**config.mk**
```make
export PLATFORM = sky130hd
export DESIGN_NAME = serial_mouse_protocol_emulator
export DESIGN_NICKNAME = d
export VERILOG_FILES = /design/src/sv/smpe_pkg.sv /design/src/sv/serial_mouse_protocol_emulator.sv /design/src/sv/smpe_front.sv /design/src/sv/smpe_fifo.sv /design/src/sv/smpe_back.sv
export SDC_FILE = /design/constraint.sdc
export NUM_CORES = 1
export LEC_CHECK = 0
export BUFFER_PORTS_ARGS = -buffer_cell sky130_fd_sc_hd__buf_2
export CAP_MARGIN = 20
export CORE_MARGIN = 3
export CORE_UTILIZATION = 55
export DETAILED_ROUTE_END_ITERATION = 12
export PLACE_DENSITY = 0.88
export SLEW_MARGIN = 20
export SYNTH_ARGS = -nofsm -noshare
export SYNTH_HDL_FRONTEND = slang
export SYNTH_SLANG_ARGS = --single-unit
```
**constraint.sdc**
```tcl
create_clock -name clk -period 3.2 [get_ports clk]
set_input_delay 0.32 -clock clk [delete_from_list [all_inputs] [get_ports clk]]
set_output_delay 0.32 -clock clk [all_outputs]
set_load 0.01 [all_outputs]
```
**src/sv/smpe_pkg.sv**
```systemverilog
// Package for the serial mouse protocol emulator.
// Holds the command codes, reply codes, decoded item kinds and the queue entry type.
// No dependencies.
package smpe_pkg;

  localparam int SMPE_FIFO_DEPTH = 2;

  // reply type bytes
  localparam logic [7:0] TYPE_DATA       = 8'h0b;
  localparam logic [7:0] TYPE_STATUS     = 8'h61;
  localparam logic [7:0] TYPE_RESET_ACK  = 8'hff;
  localparam logic [7:0] TYPE_CONFIGURED = 8'h20;

  // host command bytes
  localparam logic [7:0] CMD_RESET      = 8'h01;
  localparam logic [7:0] CMD_READ_CFG   = 8'h06;
  localparam logic [7:0] CMD_ENABLE     = 8'h08;
  localparam logic [7:0] CMD_DISABLE    = 8'h09;
  localparam logic [7:0] CMD_WRAP_ON    = 8'h0e;
  localparam logic [7:0] CMD_WRAP_OFF   = 8'h0f;
  localparam logic [7:0] CMD_EXP_SCALE  = 8'h78;
  localparam logic [7:0] CMD_LIN_SCALE  = 8'h6c;
  localparam logic [7:0] CMD_STATUS     = 8'h73;
  localparam logic [7:0] CMD_SET_RATE   = 8'h8a;
  localparam logic [7:0] CMD_SET_MODE   = 8'h8d;
  localparam logic [7:0] CMD_SET_RES    = 8'h89;

  localparam logic [7:0] MODE_REMOTE    = 8'h03;
  localparam logic [7:0] RESET_ACK_B1   = 8'h08;
  localparam logic [7:0] STATUS_ALWAYS  = 8'h04;
  localparam logic [7:0] DEFAULT_RES    = 8'd100;
  localparam logic [7:0] DEFAULT_RATE   = 8'd100;

  typedef enum logic [3:0] {
    K_MOTION,
    K_RESET,
    K_READ_CFG,
    K_ENABLE,
    K_DISABLE,
    K_CLEAR,
    K_EXP_SCALE,
    K_LIN_SCALE,
    K_STATUS,
    K_PEND_RATE,
    K_PEND_MODE,
    K_PEND_RES,
    K_PARAM
  } kind_t;

  typedef enum logic [1:0] {
    PEND_NONE = 2'd0,
    PEND_RATE = 2'd1,
    PEND_MODE = 2'd2,
    PEND_RES  = 2'd3
  } pend_t;

  // decoded item: motion items carry the finished packet bytes,
  // parameter bytes ride in b2
  typedef struct packed {
    kind_t      kind;
    logic [7:0] b1;
    logic [7:0] b2;
    logic [7:0] b3;
  } entry_t;

endpackage

```
**src/sv/serial_mouse_protocol_emulator.sv**
```systemverilog
// Serial mouse protocol emulator, device side: top level.
// Instantiates smpe_front, smpe_fifo and smpe_back; depends on smpe_pkg.
//
//   channel  | dir | tdata fields (low bit up)                 | tuser
//   s_*      | in  | cmd_byte, buttons, dx, dy (27 bits in 32)  | operation
//   m_*      | out | reply_type, reply_byte1..3 (32 bits)      | -
//
// One item per cycle sustained while the queue is not full. A reply goes valid on m_*
// after its item is accepted: the item is written into the decoded-item queue, then the
// back end loads the output register once the output slot is free.
// Reset (rst, synchronous) restores default settings and empties the queue and output.
// A stalled output holds the back end; the queue keeps taking items until full.
module serial_mouse_protocol_emulator #(
  parameter int FIFO_DEPTH = smpe_pkg::SMPE_FIFO_DEPTH
) (
  input  logic        clk,
  input  logic        rst,
  input  logic        s_tvalid,
  output logic        s_tready,
  input  logic [31:0] s_tdata,   // cmd_byte[7:0], buttons[10:8], dx[18:11], dy[26:19]
  input  logic        s_tuser,   // operation
  output logic        m_tvalid,
  input  logic        m_tready,
  output logic [31:0] m_tdata    // reply_type, reply_byte1, reply_byte2, reply_byte3
);
  import smpe_pkg::*;

  entry_t decoded;
  entry_t q_entry;
  logic   q_full;
  logic   q_valid;
  logic   q_pop;

  smpe_front u_front (
    .operation (s_tuser),
    .cmd_byte  (s_tdata[7:0]),
    .buttons   (s_tdata[10:8]),
    .dx        (s_tdata[18:11]),
    .dy        (s_tdata[26:19]),
    .entry     (decoded)
  );

  smpe_fifo #(
    .DEPTH (FIFO_DEPTH)
  ) u_fifo (
    .clk        (clk),
    .rst        (rst),
    .push       (s_tvalid),
    .push_entry (decoded),
    .full       (q_full),
    .pop        (q_pop),
    .valid      (q_valid),
    .pop_entry  (q_entry)
  );

  assign s_tready = !q_full;

  smpe_back u_back (
    .clk      (clk),
    .rst      (rst),
    .q_valid  (q_valid),
    .q_entry  (q_entry),
    .q_pop    (q_pop),
    .m_tvalid (m_tvalid),
    .m_tready (m_tready),
    .m_tdata  (m_tdata)
  );

endmodule

```
**src/sv/smpe_front.sv**
```systemverilog
// Front end: classifies an incoming item and prebuilds the motion packet bytes.
// Depends on smpe_pkg.
module smpe_front (
  input  logic            operation,
  input  logic [7:0]      cmd_byte,
  input  logic [2:0]      buttons,
  input  logic [7:0]      dx,
  input  logic [7:0]      dy,
  output smpe_pkg::entry_t entry
);
  import smpe_pkg::*;

  logic [7:0] ny;
  logic [7:0] x_clamped;
  logic [7:0] y_clamped;
  logic [7:0] flags;

  assign ny        = 8'h00 - dy;
  assign x_clamped = (dx == 8'h80) ? 8'h81 : dx;
  assign y_clamped = (ny == 8'h80) ? 8'h81 : ny;
  assign flags     = {buttons[1], buttons[2], buttons[0], 2'b00, dx[7], ny[7], 1'b0};

  always_comb begin
    entry.b1 = flags;
    entry.b2 = x_clamped;
    entry.b3 = y_clamped;
    if (operation) begin
      entry.kind = K_MOTION;
    end else begin
      entry.b2 = cmd_byte;
      case (cmd_byte)
        CMD_RESET:     entry.kind = K_RESET;
        CMD_READ_CFG:  entry.kind = K_READ_CFG;
        CMD_ENABLE:    entry.kind = K_ENABLE;
        CMD_DISABLE:   entry.kind = K_DISABLE;
        CMD_WRAP_ON:   entry.kind = K_CLEAR;
        CMD_WRAP_OFF:  entry.kind = K_CLEAR;
        CMD_EXP_SCALE: entry.kind = K_EXP_SCALE;
        CMD_LIN_SCALE: entry.kind = K_LIN_SCALE;
        CMD_STATUS:    entry.kind = K_STATUS;
        CMD_SET_RATE:  entry.kind = K_PEND_RATE;
        CMD_SET_MODE:  entry.kind = K_PEND_MODE;
        CMD_SET_RES:   entry.kind = K_PEND_RES;
        default:       entry.kind = K_PARAM;
      endcase
    end
  end

endmodule

```
**src/sv/smpe_fifo.sv**
```systemverilog
// Short queue of decoded items between front and back end.
// Depends on smpe_pkg. DEPTH must be at least 2.
module smpe_fifo #(
  parameter int DEPTH = smpe_pkg::SMPE_FIFO_DEPTH
) (
  input  logic             clk,
  input  logic             rst,
  input  logic             push,
  input  smpe_pkg::entry_t push_entry,
  output logic             full,
  input  logic             pop,
  output logic             valid,
  output smpe_pkg::entry_t pop_entry
);
  import smpe_pkg::*;

  localparam int PTR_W = $clog2(DEPTH);
  localparam int CNT_W = $clog2(DEPTH + 1);
  localparam logic [PTR_W-1:0] LAST = PTR_W'(DEPTH - 1);
  localparam logic [CNT_W-1:0] FULL_CNT = CNT_W'(DEPTH);

  entry_t            mem [DEPTH];
  logic [PTR_W-1:0]  wr_ptr;
  logic [PTR_W-1:0]  rd_ptr;
  logic [CNT_W-1:0]  count;
  logic              do_push;
  logic              do_pop;

  assign full      = (count == FULL_CNT);
  assign valid     = (count != '0);
  assign do_push   = push && !full;
  assign do_pop    = pop && valid;
  assign pop_entry = mem[rd_ptr];

  always_ff @(posedge clk) begin
    if (do_push) begin
      mem[wr_ptr] <= push_entry;
    end
  end

  always_ff @(posedge clk) begin
    if (rst) begin
      wr_ptr <= '0;
      rd_ptr <= '0;
      count  <= '0;
    end else begin
      if (do_push) begin
        wr_ptr <= (wr_ptr == LAST) ? '0 : wr_ptr + 1'b1;
      end
      if (do_pop) begin
        rd_ptr <= (rd_ptr == LAST) ? '0 : rd_ptr + 1'b1;
      end
      case ({do_push, do_pop})
        2'b10:   count <= count + 1'b1;
        2'b01:   count <= count - 1'b1;
        default: count <= count;
      endcase
    end
  end

endmodule

```
**src/sv/smpe_back.sv**
```systemverilog
// Back end: holds the mouse settings, executes decoded items and registers replies.
// Depends on smpe_pkg.
module smpe_back (
  input  logic             clk,
  input  logic             rst,
  input  logic             q_valid,
  input  smpe_pkg::entry_t q_entry,
  output logic             q_pop,
  output logic             m_tvalid,
  input  logic             m_tready,
  output logic [31:0]      m_tdata
);
  import smpe_pkg::*;

  logic       enabled, enabled_next;
  logic       exp_scale, exp_scale_next;
  logic       remote, remote_next;
  logic [7:0] resolution, resolution_next;
  logic [7:0] rate, rate_next;
  pend_t      pending, pending_next;

  logic       has_reply;
  logic [7:0] r_type, r_b1, r_b2, r_b3;
  logic [7:0] status_flags;

  // output slot free or draining this cycle
  assign q_pop = q_valid && (!m_tvalid || m_tready);

  assign status_flags = STATUS_ALWAYS | {2'b00, !enabled, exp_scale, remote, 3'b000};

  always_comb begin
    enabled_next    = enabled;
    exp_scale_next  = exp_scale;
    remote_next     = remote;
    resolution_next = resolution;
    rate_next       = rate;
    pending_next    = PEND_NONE;
    has_reply       = 1'b0;
    r_type          = TYPE_DATA;
    r_b1            = q_entry.b1;
    r_b2            = q_entry.b2;
    r_b3            = q_entry.b3;
    case (q_entry.kind)
      K_MOTION: begin
        pending_next = pending;
        has_reply    = enabled;
      end
      K_RESET: begin
        enabled_next = 1'b1;
        has_reply    = 1'b1;
        r_type       = TYPE_RESET_ACK;
        r_b1         = RESET_ACK_B1;
        r_b2         = 8'h00;
        r_b3         = 8'h00;
      end
      K_READ_CFG: begin
        has_reply = 1'b1;
        r_type    = TYPE_CONFIGURED;
        r_b1      = 8'h00;
        r_b2      = 8'h00;
        r_b3      = 8'h00;
      end
      K_ENABLE:    enabled_next   = 1'b1;
      K_DISABLE:   enabled_next   = 1'b0;
      K_CLEAR:     pending_next   = PEND_NONE;
      K_EXP_SCALE: exp_scale_next = 1'b1;
      K_LIN_SCALE: exp_scale_next = 1'b0;
      K_STATUS: begin
        has_reply = 1'b1;
        r_type    = TYPE_STATUS;
        r_b1      = status_flags;
        r_b2      = resolution;
        r_b3      = rate;
      end
      K_PEND_RATE: pending_next = PEND_RATE;
      K_PEND_MODE: pending_next = PEND_MODE;
      K_PEND_RES:  pending_next = PEND_RES;
      K_PARAM: begin
        case (pending)
          PEND_RATE: rate_next       = q_entry.b2;
          PEND_MODE: remote_next     = (q_entry.b2 == MODE_REMOTE);
          PEND_RES:  resolution_next = q_entry.b2;
          default:   rate_next       = rate;
        endcase
      end
      default: pending_next = pending;
    endcase
  end

  always_ff @(posedge clk) begin
    if (rst) begin
      enabled    <= 1'b1;
      exp_scale  <= 1'b0;
      remote     <= 1'b0;
      resolution <= DEFAULT_RES;
      rate       <= DEFAULT_RATE;
      pending    <= PEND_NONE;
    end else if (q_pop) begin
      enabled    <= enabled_next;
      exp_scale  <= exp_scale_next;
      remote     <= remote_next;
      resolution <= resolution_next;
      rate       <= rate_next;
      pending    <= pending_next;
    end
  end

  always_ff @(posedge clk) begin
    if (rst) begin
      m_tvalid <= 1'b0;
    end else if (q_pop && has_reply) begin
      m_tvalid <= 1'b1;
    end else if (m_tready) begin
      m_tvalid <= 1'b0;
    end
  end

  always_ff @(posedge clk) begin
    if (q_pop && has_reply) begin
      m_tdata <= {r_b3, r_b2, r_b1, r_type};
    end
  end

endmodule

```
Word-level counts from Yosys, hierarchy flattened
Memories as Yosys holds them, arrays and structs flattened. A register that Yosys moved wholly into a read port is not among the register bits.
Index checks and enable logic that the tools add are counted.
{"block": "word_totals", "reg_bits": 58, "mem_bits_rw": 50, "in_bits": 37, "out_inout_bits": 34, "wordCells": 98, "n_memories": 1}
{"name": "u_fifo.mem", "depth": 2, "word_bits": 25, "read_ports": 1, "rd_clocked_by_memory_dff": 1, "write_ports": 1, "line": "smpe_fifo.sv:22", "text": "entry_t mem [DEPTH];"}
{"block": "classes", "n_addsub": 5, "eq_ne": 33, "muxes": 22, "reduce_logical": 26}
{"op": "case mux 8 bit (3 select lines)", "n": 2}
{"op": "case mux 4 bit (11 select lines)", "n": 1}
{"op": "equality test 8 bit, second input constant", "n": 5}
{"op": "equality test 8 x 4 -> 1 bit, second input constant", "n": 4}
{"op": "case mux 8 bit (2 select lines)", "n": 2}
{"op": "equality test 8 x 7 -> 1 bit, second input constant", "n": 3}
{"op": "two-way mux 8 bit", "n": 3}
{"op": "equality test 4 bit, second input constant", "n": 5}
{"op": "equality test 4 x 3 -> 1 bit, second input constant", "n": 4}
{"op": "nonzero test 2 bit", "n": 5}
{"op": "AND reduction 3 bit", "n": 3}
{"op": "OR reduction 9 bit", "n": 1}
{"op": "equality test 2 bit, second input constant", "n": 4}
{"op": "equality test 4 x 2 -> 1 bit, second input constant", "n": 2}
{"op": "equality test 8 x 1 -> 1 bit, second input constant", "n": 1}
{"op": "equality test 8 x 2 -> 1 bit, second input constant", "n": 1}
{"op": "equality test 8 x 3 -> 1 bit, second input constant", "n": 1}
{"op": "two-way mux 1 bit", "n": 8}
{"op": "case mux 2 bit (4 select lines)", "n": 1}
{"op": "subtractor 1 x 8 -> 8 bit, first input constant", "n": 1}
{"op": "case mux 1 bit (2 select lines)", "n": 3}
{"op": "AND reduction 2 bit", "n": 3}
{"op": "OR reduction 2 bit", "n": 3}
{"op": "equality test 2 x 1 -> 1 bit, second input constant", "n": 2}
{"op": "12 further kinds", "n": 18}

Longest topological paths before layout
Gate-level depths: netlist (run 1).
{"block": "logic_depth", "depth_word": 6, "ltp_mapped": 7, "depth_no_buf": 7}

Modules after synthesis
Synthesis (run 1) repeated with hierarchy kept, for this count alone.
{"block": "hier_totals", "hier_cells": 384, "area_unflattened_um2": 5027.3}
{"module": "smpe_fifo", "n_inst": 1, "cells_each": 113, "area_each_um2": 2238.4, "seq_area_each_um2": 1781.7}
{"module": "smpe_back", "n_inst": 1, "cells_each": 186, "area_each_um2": 2178.3, "seq_area_each_um2": 1311.3}
{"module": "smpe_front", "n_inst": 1, "cells_each": 84, "area_each_um2": 606.8, "seq_area_each_um2": 0.0}
{"module": "serial_mouse_protocol_emulator", "n_inst": 1, "cells_each": 1, "area_each_um2": 3.8, "seq_area_each_um2": 0.0}

Least setup slack after synthesis (run 1)
OpenSTA, ideal clock, no wires.
{"block": "synth_path", "path_kind": "register -> register", "from": "register with a tool-made name", "to": "register u_back.m_tdata[0] (enable)", "setup_time_ns": 0.383, "arrival_time_ns": 1.974, "required_time_ns": 2.817, "setup_slack_ns": 0.843, "path_stages_with_launch": 7, "path_buffers": 2, "period_less_slack_ns": 2.357, "path_cell_list": "dfxtp_1 buf_6 buf_6 mux2_4 a2111oi_2 nand3b_1 inv_1"}
{"element": "to (signal assigned)", "line": "smpe_back.sv:120", "text": "m_tdata <= {r_b3, r_b2, r_b1, r_type};"}
{"element": "to (decl)", "line": "smpe_back.sv:11", "text": "output logic [31:0] m_tdata"}

==> qor.log, run 1 <==
[outcome] status finished clean
[sta] final critical path time including I/O delays and setup 2.60 ns
[sta] number of hold-slack violations in the final timing report 0
[final_layout] net count reported at finish 484
[final_layout] area added between synthesis and finish 10.7%
[floorplanning] Initial Util 57.8%
[clock_tree] Clk Latency, worst-skew pair 0.37 ns
[placement] Port Buf Inserts 64
[clock_tree] clock sink total 105
[synthesis] prevailing post-synth register cell sky130_fd_sc_hd__edfxtp_1
[routing] violation count after the first detailed-routing iteration 221
[final_layout] # fillers 627
[synthesis] Yosys top cell area share 48.3%
[critical_path] type of the setup path with the least slack reg2reg
[synthesis] cell type with the highest aggregate area in the netlist sky130_fd_sc_hd__edfxtp_1
[critical_path] type of element launching the critical path flop
[run] maximum capacitance violations 0
[floorplanning] horizontal die dimension 99.9 um
[synthesis] average cell area after synthesis 12.4 um^2
[synthesis] adder-cell share of the synthesized area 0.516%
[global_route] GR Overflow Total 0
[synthesis] syn_nets 430
[synthesis] post-synthesis share of cell area spent on and, or, nand and nor gates 11.0%
[critical_path] arrival time of data at the critical path endpoint 2.59 ns
[floorplanning] FP Rows 33
[final_layout] antenna diode count 0
[sta] summed negative setup slack over all endpoints 0 ns
[synthesis] count of distinct cell types in the synthesized netlist 65
[clock_tree] number of gates resized after CTS 0
[sta] worst-margin pin slew 1.02 ns
[min_path] worst min path class in2reg
[floorplanning] Die Outline Area 0.00998 mm^2
[synthesis] XOR/XNOR share of the synthesized area 2.53%
[routing] WL final 9240 um
[routing] DRC viols 0
[sta] setup-violating endpoint count in the final report 0
[sta] share of the clock period used by the worst path 81.3%
[synthesis] compound-cell area share of the yosys netlist 13.7%
[global_route] number of global-route vias before repair 3142
[synthesis] Synth Instances 391
[placement] final weighted congestion in routability-driven placement 0.871
[clock_tree] post-CTS setup repair buffer count 0
[global_route] first-pass GRT wire length 15200 um
[synthesis] largest family of logic cells by synthesized area compound AO/OA/AOI/OAI gates
[critical_path] critical-path maximum fanout 28
[synthesis] number of warning messages in the yosys log 0
[clock_tree] H-tree Lvls 3
[routing] number of iterations in the first detailed-routing pass 5
[synthesis] cell area after synthesis 0.00485 mm^2
[power] leakage power summed over all cells 0.00186 uW
[global_route] initial antenna violation count 0
[sta] unrepaired setup endpoints after global routing false
[floorplanning] core area 0.00838 mm^2
[floorplanning] number of top-level pins 71
[clock_tree] CTS Buf Count 9
[final_layout] share of final-layout standard cells stronger than drive strength 1 26.9%
[sta] clock skew after layout 0.0130 ns
[power] power density over cell area 708 mW/mm^2
[synthesis] part of the Yosys area used for sequential elements 59.5%
[critical_path] Critical Path RT 3.19 ns
[routing] routed wire length per instance 16.6 um
[global_route] maximum number of pins on one net before global-route repair 29
[clock_tree] root buffer selected by CTS sky130_fd_sc_hd__clkbuf_8
[critical_path] critical path capture point type flop
[sta] highest clock rate 384 MHz
[routing] detailed-route via count 3342
[clock_tree] maximum root-to-sink buffer count 2
[power] Max rail drop VDD 0.000307 V
[sta] Max-slew headroom 31.8%
[routing] Post-DRT Antenna Nets 0
[synthesis] flop and latch count out of synthesis 105
[synthesis] fraction of synthesized area in multiplexers 8.29%
[clock_tree] number of hold-repair buffers added at the cts stage 0
[global_route] total track usage 19.2%
[floorplanning] die height 99.9 um
[synthesis] number of synthesized flops with an enable pin 78
[routing] vias per cell 6.02
[synthesis] ys async rst share 0%
[placement] estimated wirelength of the detail-placed design 6630 um
[sta] count of pins over their slew limit 0
[synthesis] ranking of synthesized cells by area sky130_fd_sc_hd__edfxtp_1, sky130_fd_sc_hd__dfxtp_1, sky130_fd_sc_hd__mux2i_1, sky130_fd_sc_hd__mux2_2, sky130_fd_sc_hd__nand2_1
[sta] Fin Hold WS 0.135 ns
[clock_tree] clock tree from TritonCTS built
[clock_tree] Worst-path clk slew 0.11 ns
through the flow:
step	instance area (um^2)	utilization, %	cells	total power, uW	setup WS, ns
floorplan	4850	-	391	2760	0.843
detailed placement	5170	61.7	539	3040	0.584
CTS	5370	64.0	555	3810	0.569
global route	5370	64.0	555	4000	0.405
finish	5370	64.0	555	3800	0.598
global placement	5170	61.7	539	2990	0.687
cell usage in the layout, fill, tap and decap left out, types with 6 or more instances in the layout:
| master | synthesis | final |
|---|---|---|
| sky130_fd_sc_hd__clkbuf_8 | 0 | 9 |
| sky130_fd_sc_hd__nor4_1 | 8 | 8 |
| sky130_fd_sc_hd__mux2i_1 | 17 | 17 |
| sky130_fd_sc_hd__buf_2 | 6 | 64 |
| sky130_fd_sc_hd__nand3_1 | 6 | 6 |
| sky130_fd_sc_hd__a211oi_1 | 7 | 7 |
| sky130_fd_sc_hd__dfxtp_1 | 27 | 26 |
| sky130_fd_sc_hd__xnor2_1 | 8 | 8 |
| sky130_fd_sc_hd__inv_1 | 14 | 14 |
| sky130_fd_sc_hd__o21ai_2 | 7 | 7 |
| sky130_fd_sc_hd__o21ai_0 | 20 | 20 |
| sky130_fd_sc_hd__edfxtp_1 | 78 | 78 |
| sky130_fd_sc_hd__nor3_1 | 6 | 6 |
| sky130_fd_sc_hd__a21oi_1 | 14 | 14 |
| sky130_fd_sc_hd__xor2_1 | 6 | 6 |
| sky130_fd_sc_hd__nand2_1 | 27 | 27 |
| sky130_fd_sc_hd__mux2_2 | 11 | 11 |
| sky130_fd_sc_hd__a31oi_1 | 12 | 12 |
| sky130_fd_sc_hd__o21ai_1 | 8 | 8 |
| sky130_fd_sc_hd__nor2_1 | 23 | 22 |
| sky130_fd_sc_hd__a311oi_1 | 6 | 6 |
logic make-up (layout without fill, tap and decap cells):
family	after synthesis	count (layout)
AND/OR/NAND/NOR	100	100
buffers and inverters	40	99
adder cells (fa/ha/maj)	2	2
XOR/XNOR	14	14
other	1	1
AO/OA/AOI/OAI	95	95
flip-flops	105	105
multiplexers	34	34
worst max-delay path, cell delays in order, from the launching register on:
cell and delay [ns]:
sky130_fd_sc_hd__dfxtp_2 0.57, sky130_fd_sc_hd__mux2_2 0.46, sky130_fd_sc_hd__a2111oi_2 0.31, sky130_fd_sc_hd__nand3b_1 0.13, sky130_fd_sc_hd__inv_1 0.76
sequential cells by signal, indices dropped and copies added, names as in the netlist, named ones only:
register           cells
u_fifo.mem            50
u_back.m_tdata        28
u_back.rate            8
u_back.resolution      8
u_back.pending         2
u_fifo.count           2
u_back.enabled         1
u_back.exp_scale       1
u_back.m_tvalid        1
u_back.remote          1
u_fifo.rd_ptr          1
u_fifo.wr_ptr          1
cell usage after synthesis, drive strengths merged, types with 2 or more instances:
master,instances
buf,17
nor4,8
xnor2,8
or3,4
mux2,13
nand4,2
nand2,27
a21oi,14
nor2b,3
o21ai,35
nor2,23
mux2i,21
nor4b,4
clkbuf,9
nand2b,4
and3,2
dfxtp,27
a31oi,12
o311ai,3
nor3,6
xor2,6
inv,14
nor3b,2
edfxtp,78
o32ai,2
a211oi,8
nand3,6
ha,2
a311oi,6
or4,2
cell type report:
type | count | area [um^2] | area share (%)
clock inverters | 7 | 67.6 | 1.26
repair buffers | 69 | 358 | 6.67
multi-input cells | 246 | 1750 | 32.6
inverters | 14 | 52.6 | 0.979
well taps | 105 | 131 | 2.45
clock buffers | 9 | 124 | 2.31
flip-flops and latches | 105 | 2880 | 53.7
power breakdown:
| part | total (uW) | switching [uW] | internal (uW) | leakage [uW] |
|---|---|---|---|---|
| sequential | 1900 | 135 | 1770 | 0.000945 |
| combinational | 1110 | 690 | 419 | 0.000815 |
| clock | 786 | 478 | 308 | 0.000101 |
layer usage:
layer | vias up | track usage [%] | share of wire, %
li1 | 1592 | - | -
met1 | 1609 | 26.6 | 43
met2 | 123 | 30.1 | 48
met3 | 18 | 3.96 | 6.7
met4 | 0 | 7.46 | 1.9
met5 | - | 0 | 0
worst paths after layout:
path                                 startpoint                            end  slack, ns  cells after the start
hold reg to reg   u_back.exp_scale$_SDFFE_PP0P_  u_back.exp_scale$_SDFFE_PP0P_       0.51                      2
setup / recovery                           flop   u_back.m_tdata[21]$_DFFE_PP_       0.60                      4
hold / removal                      s_tdata[10]    u_fifo.mem[0][19]$_DFFE_PP_       0.14                      1
setup reg to reg                           flop   u_back.m_tdata[21]$_DFFE_PP_       0.60                      4
Power figures use the tool's default switching activity.
==> run 2, diff against run 1 <==
- clock period: 3.2 -> 2.5 ns (I/O delays scaled with it)
==> run 2 against run 1 <==
Net effect: worst hold slack worse by 0.064 ns; critical endpoint is now u_back.m_tdata[10]$_DFFE_PP_; register-to-register slack worse by 0.32 ns; sequential power up 27%; maximum frequency grew 17%; total power rose by 28%; design area grew 0.61%; largest cell class unchanged; via count increased by 0.81%; critical path type unchanged; global-route usage is 0.46 points higher; wire length is 3.5% higher; sequential cell count did not move; clock power rose by 23%; sequential share of layout area is 0.32 points lower.
==> qor.log, run 2 (synthesized netlist as in run 1, its figures left out) <==
[sta] Max-slew headroom 60.7% [+29 points]
[min_path] worst min path class in2reg
[critical_path] Critical Path RT 2.61 ns [-0.58 ns]
[sta] final critical path time including I/O delays and setup 2.22 ns [-0.384 ns]
[floorplanning] Initial Util 57.8% [unchanged]
[power] internal power 3210 uW [+28%]
[power] sw frac 34.1% [-0.18 points]
[floorplanning] horizontal die dimension 99.9 um [unchanged]
[final_layout] antenna diode count 0 [unchanged]
[final_layout] register name with the most flops u_fifo.mem
[floorplanning] core area 0.00838 mm^2 [unchanged]
[placement] Port Buf Inserts 64 [unchanged]
[power] clock share of power 19.8% [-0.9 points]
[power] switching pwr 1660 uW [+27%]
[clock_tree] Clk Latency, worst-skew pair 0.36 ns [about the same]
[placement] estimated wirelength of the detail-placed design 7000 um [+5.5%]
[placement] pre-CTS worst setup slack 0.302 ns [-0.282 ns]
[clock_tree] clock tree from TritonCTS built
[global_route] GR Overflow Total 0 [unchanged]
[clock_tree] clock sink total 105 [unchanged]
[critical_path] type of the setup path with the least slack reg2reg
[global_route] number of global-route vias before repair 3179 [+1.2%]
[power] leakage power summed over all cells 0.00188 uW [+0.81%]
[sta] setup-violating endpoint count in the final report 0 [unchanged]
[final_layout] registers with the most flip-flops u_fifo.mem (50), u_back.m_tdata (28)
[routing] violation count after the first detailed-routing iteration 313 [+42%]
[power] overall power 4870 uW [+28%]
[routing] WL final 9560 um [+3.5%]
[routing] routed wire length per instance 17.1 um [+2.6%]
[final_layout] net count reported at finish 489 [+1.0%]
[critical_path] critical-path maximum fanout 22 [-21%]
[floorplanning] number of top-level pins 71 [unchanged]
[run] maximum capacitance violations 0 [unchanged]
[placement] final weighted congestion in routability-driven placement 0.905 [+3.9%]
[final_layout] number of flip-flops in the largest register 50 [unchanged]
[power] sequential share of power 49.6% [-0.5 points]
[placement] Cell Area, Placed 0.00521 mm^2 [+0.73%]
[final_layout] leading cell type in the layout, fill and taps excluded sky130_fd_sc_hd__edfxtp_1
[sta] min setup slack post-route 0.282 ns [-0.316 ns]
[power] power density over cell area 901 mW/mm^2 [+27%]
[final_layout] most used cells in the layout excluding fill and tap cells sky130_fd_sc_hd__edfxtp_1, sky130_fd_sc_hd__buf_2, sky130_fd_sc_hd__nand2_1
[sta] share of the clock period used by the worst path 88.7% [+7.4 points]
[routing] Post-DRT Antenna Nets 0 [unchanged]
[routing] vias per cell 6.02 [about the same]
[clock_tree] maximum root-to-sink buffer count 2 [unchanged]
[floorplanning] FP Rows 33 [unchanged]
[final_layout] share of final-layout standard cells stronger than drive strength 1 27.5% [+0.58 points]
[global_route] maximum number of pins on one net before global-route repair 29 [unchanged]
[sta] unrepaired setup endpoints after global routing false
[clock_tree] CTS Buf Count 9 [unchanged]
[global_route] initial antenna violation count 0 [unchanged]
[clock_tree] post-CTS setup repair buffer count 0 [unchanged]
[routing] detailed-route via count 3369 [+0.81%]
[sta] summed negative setup slack over all endpoints 0 ns [unchanged]
[final_layout] end-of-flow core utilization 64.4% [+0.39 points]
[sta] number of hold-slack violations in the final timing report 0 [unchanged]
[global_route] first-pass GRT wire length 15500 um [+2.4%]
[global_route] total track usage 19.7% [+0.46 points]
[final_layout] area added between synthesis and finish 11.4%
[floorplanning] die height 99.9 um [unchanged]
[clock_tree] number of hold-repair buffers added at the cts stage 0 [unchanged]
[clock_tree] number of gates resized after CTS 0 [unchanged]
[outcome] status finished clean
[routing] DRC viols 0 [unchanged]
[sta] clock skew after layout 0.0114 ns [-0.00161 ns]
[routing] number of iterations in the first detailed-routing pass 7 [+2]
[power] Max rail drop VDD 0.000409 V [+33%]
[sta] highest clock rate 451 MHz [+17%]
[sta] count of pins over their slew limit 0 [unchanged]
[final_layout] # fillers 628 [+0.16%]
[critical_path] arrival time of data at the critical path endpoint 2.32 ns [-0.27 ns]
[floorplanning] Die Outline Area 0.00998 mm^2 [unchanged]
[clock_tree] root buffer selected by CTS sky130_fd_sc_hd__clkbuf_8
[clock_tree] H-tree Lvls 3 [unchanged]
[power] logic gate share of total power 30.6% [+1.4 points]
[clock_tree] Worst-path clk slew 0.10 ns [about the same]
[critical_path] type of element launching the critical path flop
[critical_path] critical path capture point type flop
[sta] worst-margin pin slew 0.589 ns [-0.433 ns]
[final_layout] final std cell area, no fill 0.00540 mm^2 [+0.61%]
run 2: cell count changes in the layout (fill, tap and decap cells not counted), sizes merged:
cell and delta:
buf +5, clkbuf +1, clkinv -1, clkinvlp +1
inv -1
run 2: path summary, 6_finish.rpt:
kind                            startpoint                       endpoint  slack, ns  cells past startpoint
max                                   flop   u_back.m_tdata[10]$_DFFE_PP_       0.28                      6
min                            s_tdata[10]    u_fifo.mem[0][19]$_DFFE_PP_       0.07                      1
min reg2reg  u_back.exp_scale$_SDFFE_PP0P_  u_back.exp_scale$_SDFFE_PP0P_       0.50                      2
max reg2reg                           flop   u_back.m_tdata[10]$_DFFE_PP_       0.28                      6
run 2: worst max-delay path: stages (launching register included):
cell	delay, ns
sky130_fd_sc_hd__dfxtp_2	0.49
sky130_fd_sc_hd__buf_4	0.23
sky130_fd_sc_hd__mux2i_4	0.39
sky130_fd_sc_hd__a21oi_1	0.11
sky130_fd_sc_hd__a211oi_2	0.26
sky130_fd_sc_hd__buf_4	0.32
sky130_fd_sc_hd__o21ai_0	0.15
run 2: power groups by stage:
stage	clock network (uW)	registers, uW	logic (uW)
after detailed placement	0	2450	1470
final	964	2410	1490
after global placement	0	2440	1400
after global routing	1070	2450	1610
after CTS	991	2410	1480
after floorplan	0	2460	1080
run 2: final cells by class:
| cell class | count | area, um^2 | area share (%) |
|---|---|---|---|
| Clock buffer | 10 | 128 | 2.36 |
| Clock inverter | 6 | 58.8 | 1.09 |
| Inverter | 14 | 52.6 | 0.973 |
| Multi-Input combinational cell | 246 | 1750 | 32.4 |
| Sequential cell | 105 | 2880 | 53.4 |
| Tap cell | 105 | 131 | 2.43 |
| Timing Repair Buffer | 74 | 395 | 7.32 |
run 2: routing by layer:
layer	part of all wire, %	routed length (um)	track usage [%]	vias up
met5	0	0	0	-
met4	2.0	187	6.51	0
met3	7.7	732	4.73	15
met2	50	4800	32.6	161
met1	40	3840	25.6	1596
li1	-	-	-	1597
run 2: per-stage QoR:
stage	cells	hold WS, ns
6_report	560	0.0715
2_1_floorplan	391	0.349
3_5_place_dp	544	0.444
3_3_place_gp	544	0.438
4_1_cts	560	0.0590
5_1_grt	560	0.0460
